===== config.mk =====
export PLATFORM = sky130hd
export DESIGN_NAME = mvm_mul
export DESIGN_NICKNAME = d
export VERILOG_FILES = /design/src/design/mvm_pkg.sv /design/src/design/mvm_mul.sv
export SDC_FILE = /design/constraint.sdc
export NUM_CORES = 2
export LEC_CHECK = 0
export BUFFER_PORTS_ARGS = -buffer_cell sky130_fd_sc_hd__buf_2
export CORE_MARGIN = 5
export CORE_UTILIZATION = 60
export DETAILED_ROUTE_END_ITERATION = 10
export PLACE_DENSITY = 0.78
export SLEW_MARGIN = 0
export SYNTH_ARGS = -nofsm -noshare
export SYNTH_HDL_FRONTEND = slang
export SYNTH_SLANG_ARGS = --single-unit

===== constraint.sdc =====
create_clock -name clock -period 12.55 [get_ports clock]
set_input_delay 2.51 -clock clock [delete_from_list [all_inputs] [get_ports clock]]
set_output_delay 2.51 -clock clock [all_outputs]
set_load 0.01 [all_outputs]

===== src/design/mvm_pkg.sv =====
// Package for the multi-voice sample mixer: sizes, state encoding and the
// request type of the shared multiplier. Used by every design file.
// Depends on nothing.
package mvm_pkg;

   localparam int VOICES       = 8;
   localparam int SAMPLE_DEPTH = 65536;
   localparam int VOICE_W      = (VOICES > 1) ? $clog2(VOICES) : 1;
   localparam int ADDR_W       = $clog2(SAMPLE_DEPTH);
   localparam int BUSY_W       = $clog2(VOICES + 1);

   // Shared multiplier: signed A times signed B.
   localparam int MUL_A_W = 34;
   localparam int MUL_B_W = 17;
   localparam int PROD_W  = MUL_A_W + MUL_B_W;

   // Per-voice contribution after the final shift, and the running sum.
   localparam int CONT_W = PROD_W - 24;
   localparam int ACC_W  = CONT_W + VOICE_W + 1;

   localparam logic [15:0] MASTER_GAIN_RESET = 16'd4096;
   localparam logic [16:0] LEN_MAX           = 17'h10000;

   typedef enum logic [1:0] {
      ACT_LOAD = 2'd0,
      ACT_PLAY = 2'd1,
      ACT_TICK = 2'd2,
      ACT_NONE = 2'd3
   } action_type;

   typedef enum logic [3:0] {
      ST_IDLE,
      ST_PLAY,
      ST_CHECK,
      ST_READ1,
      ST_DIFF,
      ST_GAIN,
      ST_MLO,
      ST_MHI,
      ST_SUM,
      ST_ACC,
      ST_MIX,
      ST_FINISH
   } state_type;

   typedef struct packed {
      logic [MUL_A_W-1:0] a;
      logic [MUL_B_W-1:0] b;
   } mul_req_type;

endpackage


===== src/design/mvm_mul.sv =====
// Shared signed multiplier with a registered product.
// Every product of the voice datapath goes through this one unit.
// Depends on mvm_pkg.
module mvm_mul (
   input  logic                                clock,
   input  mvm_pkg::mul_req_type                mul_req,
   output logic signed [mvm_pkg::PROD_W-1:0]   prod_ff
);

   logic signed [mvm_pkg::PROD_W-1:0] prod_in;

   always_comb begin
      prod_in = mvm_pkg::PROD_W'($signed(mul_req.a)) *
                mvm_pkg::PROD_W'($signed(mul_req.b));
   end

   always_ff @(posedge clock) begin
      prod_ff <= prod_in;
   end

endmodule


### After elaboration in Yosys (flattened, before gate mapping)

Index checks and enable logic that the tools add are counted.

| word-level totals | value |
|---|---|
| logic and storage cells | 2 |
| register bits after elaboration | 51 |

| operators by class | value |
|---|---|
| multiply operators | 1 |

Operators with widths:

| kind | number |
|---|---|
| 34-bit by 17-bit multiplier with 51-bit output | 1 |

### Logic depth before layout (Yosys ltp)

| logic depth | value |
|---|---|
| depth in word-level cells | 1 |
| mapped depth | 25 |
| mapped depth without buffers | 23 |

### Worst setup path after synthesis

Ideal clock, no wire load.

| timing | value |
|---|---|
| path type | input-to-reg |
| start | input mul_req[8] (netlist name) |
| end | register prod_ff[50] (netlist name) |
| library setup time | 128 ps |
| stages on the path | 22 |
| path buffers | 2 |
| path slack | 4309 ps |
| arrival time | 8113 ps |
| path through | clkbuf_1 -> clkbuf_1 -> nand2_1 -> fa_1 -> inv_1 -> fa_1 -> fa_1 -> fa_1 -> fa_1 -> inv_1 -> fa_1 -> inv_1 -> ha_1 -> nand2_1 -> nor2_1 -> o21bai_4 -> a2111oi_4 -> o32a_2 -> a21oi_4 -> o31ai_4 -> and4_1 -> nor3_2 |

| between the ends | value |
|---|---|
| word-level cells in the longest chain between the ends | 1 |

RTL lines:

| item | line | RTL |
|---|---|---|
| start, declared | mvm_mul.sv:6 | `input mvm_pkg::mul_req_type mul_req,` |
| 34-bit by 17-bit multiplier with 51-bit output | mvm_mul.sv:13 | `prod_in = mvm_pkg::PROD_W'($signed(mul_req.a)) *` |
| named net prod_in (one bit) | mvm_mul.sv:10 | `logic signed [mvm_pkg::PROD_W-1:0] prod_in;` |
| end signal, assigned | mvm_mul.sv:18 | `prod_ff <= prod_in;` |
| end, declared | mvm_mul.sv:7 | `output logic signed [mvm_pkg::PROD_W-1:0] prod_ff` |

The timed path passes the listed nets, and every way through them passes these cells.

### Final worst setup path

| timing | value |
|---|---|
| start | input mul_req[3] (netlist name) |
| end | register prod_ff[41] (netlist name) |

Same word-level chain as after synthesis.

==> metrics.md <==
| Metric | Value |
|---|---|
| Primary FF master, synth | dfxtp_1 |
| DIE HEIGHT | between 150 and 200 microns |
| Die X | around 200 microns |
| Hold_buf cts | 0 |
| # DRC | 0 |
| Yosys warnings | 0 |
| Fin crit period | 9.02 ns |
| Worst EP required | 12.78 ns |
| Routed WL | about 52000 microns |
| CTS max path bufs | 2 |
| Drt via density | 5.51 |
| Largest area contributor in the netlist | fa_1 |
| Fin. Hold Viols | 0 |
| # setup viols final | 0 |
| Num ports | approximately 100 |
| Data arrival time of the critical path | 9.25 ns |
| Fin crit share | 71.9% |
| Num rows | 68 |
| Vias | 14849 |
| Layout cell share with drive strength beyond 1 | 5.98% |
| GPL Wtd Cong | 0.912 |
| Final Net Count | 2963 |
| Largest net degree at the start of global routing | 35 |
| CP Capture Type | register |
| CP cell instances | buf_2 -> nand2_1 -> fa_1 -> fa_1 -> fa_1 -> inv_1 -> fa_1 -> fa_1 -> inv_1 -> fa_1 -> inv_1 -> ha_1 -> nand2_1 -> nor2_1 -> o21a_1 -> nor2_1 -> a31oi_1 -> a31oi_1 -> o31a_1 -> o31a_1 -> xnor2_1 |
| Port Buffers | a little over 100 |
| Seq/Total Area, Yosys | 4.93% |
| Diode count | 0 |
| Root buf cell | clkbuf_16 |
| Wire length per cell | 19.1 microns |
| Max_cap viols | 0 |
| Netlist cell types | 63 |
| Top cells by area, synth | fa_1 (53%), inv_1 (9.7%), and2_1 (7.6%), ha_1 (7.2%), nand2_1 (6.1%) |
| Commonest non-fill, non-tap cell in the layout | fa_1 |
| Worst hold path depth | 2 |
| Synthesized area per cell | 9.31 sq um |
| Pre-antenna DRT Iters | 5 |
| Cell count after synthesis | 2223 |
| Slew @ Worst Pin | 1.01 ns |
| Fmax achieved | between 0.1 and 0.15 GHz |
| TritonCTS Buffers | 5 |
| Initial core utilization | 60.3% |
| Antenna Nets Post-Route | 0 |
| Buf/Inv on CP | 4 |
| CTS tree | done |
| Die footprint | 38300 sq um |
| H-tree depth | 2 |
| GR Util All Layers | 28.6% |
| Vias in the first global route | 16719 |
| RSZ-0062 raised after global routing | no |
| CP max stage cell | buf_2 |
| Detailed placement HPWL | 40900 microns |
| Largest registers | prod_ff: 51 flops |
| Worst Path Max Fanout | 34 |
| Fillers | 2860 |
| Synth Cell Area | 20700 sq um |
| GRT overflow | 0 |
| Share of the synthesized area in the top cell type | between 50% and 60% |
| Setup repair bufs after CTS | 0 |
| Crit path depth | 21 |
| Clock-pin slew on the worst setup and hold paths | 0.08 ns |
| Asr flop ratio synth | 0% |
| Initial antenna violation count | 0 |
| CP startpoint kind | input pin |
| CP dominant cell by count | fa_1 |
| Commonest cells after routing, fill and taps aside | fa_1 (551), inv_1 (535), nand2_1 (335) |
| CTS resizes | 0 |
| Setup TNS | 0 ns |
| DR iter-0 viols | 879 |
| Post-synth net total | 2945 |
| Largest Register | prod_ff |
| First-pass GRT wire length | a little under 90000 microns |
| Relative slew slack | roughly a third |
| Post-synthesis sequential element count | 51 |
| Hold Path Class | in2reg |
| Clock sink total | about 50 |
| Core ar. | between 30000 and 40000 sq um |
| Max FFs per register | 51 |
| Status | completed |
| Delay of the slowest cell on the worst path | 0.72 ns |
| Largest delay contributor family on the critical path | adder cells |
| Slew Viols, Final | 0 |
| Post-synth EDFFs | 0 |
| Kind of critical path | in2reg |
| Area growth, synth to finish | 4.38% |
-- cell families (layout without fill, tap and decap cells) --
group,Yosys count,in the layout,synth area share [%]
AOI/OAI and AO/OA,147,147,5.16
and+or+nand+nor,676,676,15.8
adders and majority gates,670,670,60.5
buffers and inverters,628,646,11.4
DFF,51,51,4.93
xor gates and xnor gates,51,51,2.16
-- per-layer routing --
layer,vias up,GRT usage (%),share of wire (%)
li1,6444,-,-
met1,7665,37.3,39
met2,617,48.4,50
met3,123,5.82,7.4
met4,0,9.80,3.7
met5,-,0,0
-- synthesized netlist by cell type, types with 2 or more instances --
master / instances
a21oi_1: 45
fa_1: 551
o21ai_0: 17
and2_1: 252
nand4_1: 5
clkbuf_1: 91
nor2b_1: 4
inv_1: 535
a211oi_1: 2
nor2_1: 52
a21o_1: 18
o21ai_1: 8
nand2b_1: 7
nand2_1: 335
buf_2: 2
o21ai_2: 2
o211ai_1: 2
xor2_1: 8
nand3_1: 5
nor3_1: 3
ha_1: 119
and3_1: 3
o21bai_1: 8
nor2_4: 2
o21a_1: 7
xnor2_1: 43
dfxtp_1: 51
o31ai_4: 2
o311ai_1: 2
o31a_1: 4
a21oi_2: 3
a31oi_1: 3
o311ai_0: 2
-- final timing paths --
kind	from	end	slack, ns
max	mul_req[3]	prod_ff[41]	3.53
min	mul_req[17]	prod_ff[0]	2.62
-- final cells by class --
class	count	area, sq um	area share, %
inverter	535	2010	9.30
tap	455	569	2.64
clock inverter	2	37.5	0.174
sequential	51	1020	4.73
timing repair buffer	104	526	2.43
multi-input combinational	1544	17300	80.2
clock buffer	5	125	0.579
-- stage by stage --
stage          hold slack (ns)  cells  area (sq um)  worst slack [ns]  util (%)
2_1_floorplan             2.64   2223         20700              4.31         -
3_3_place_gp              2.91   2689         21400              3.35      62.5
3_5_place_dp              2.91   2689         21400              3.27      62.5
4_1_cts                   2.62   2696         21600              3.63      63.0
5_1_grt                   2.62   2696         21600              3.22      63.0
6_report                  2.62   2696         21600              3.53      63.0
Power is not shown: default switching activity piles up to over one toggle a cycle in this logic, so the estimate is an artifact.
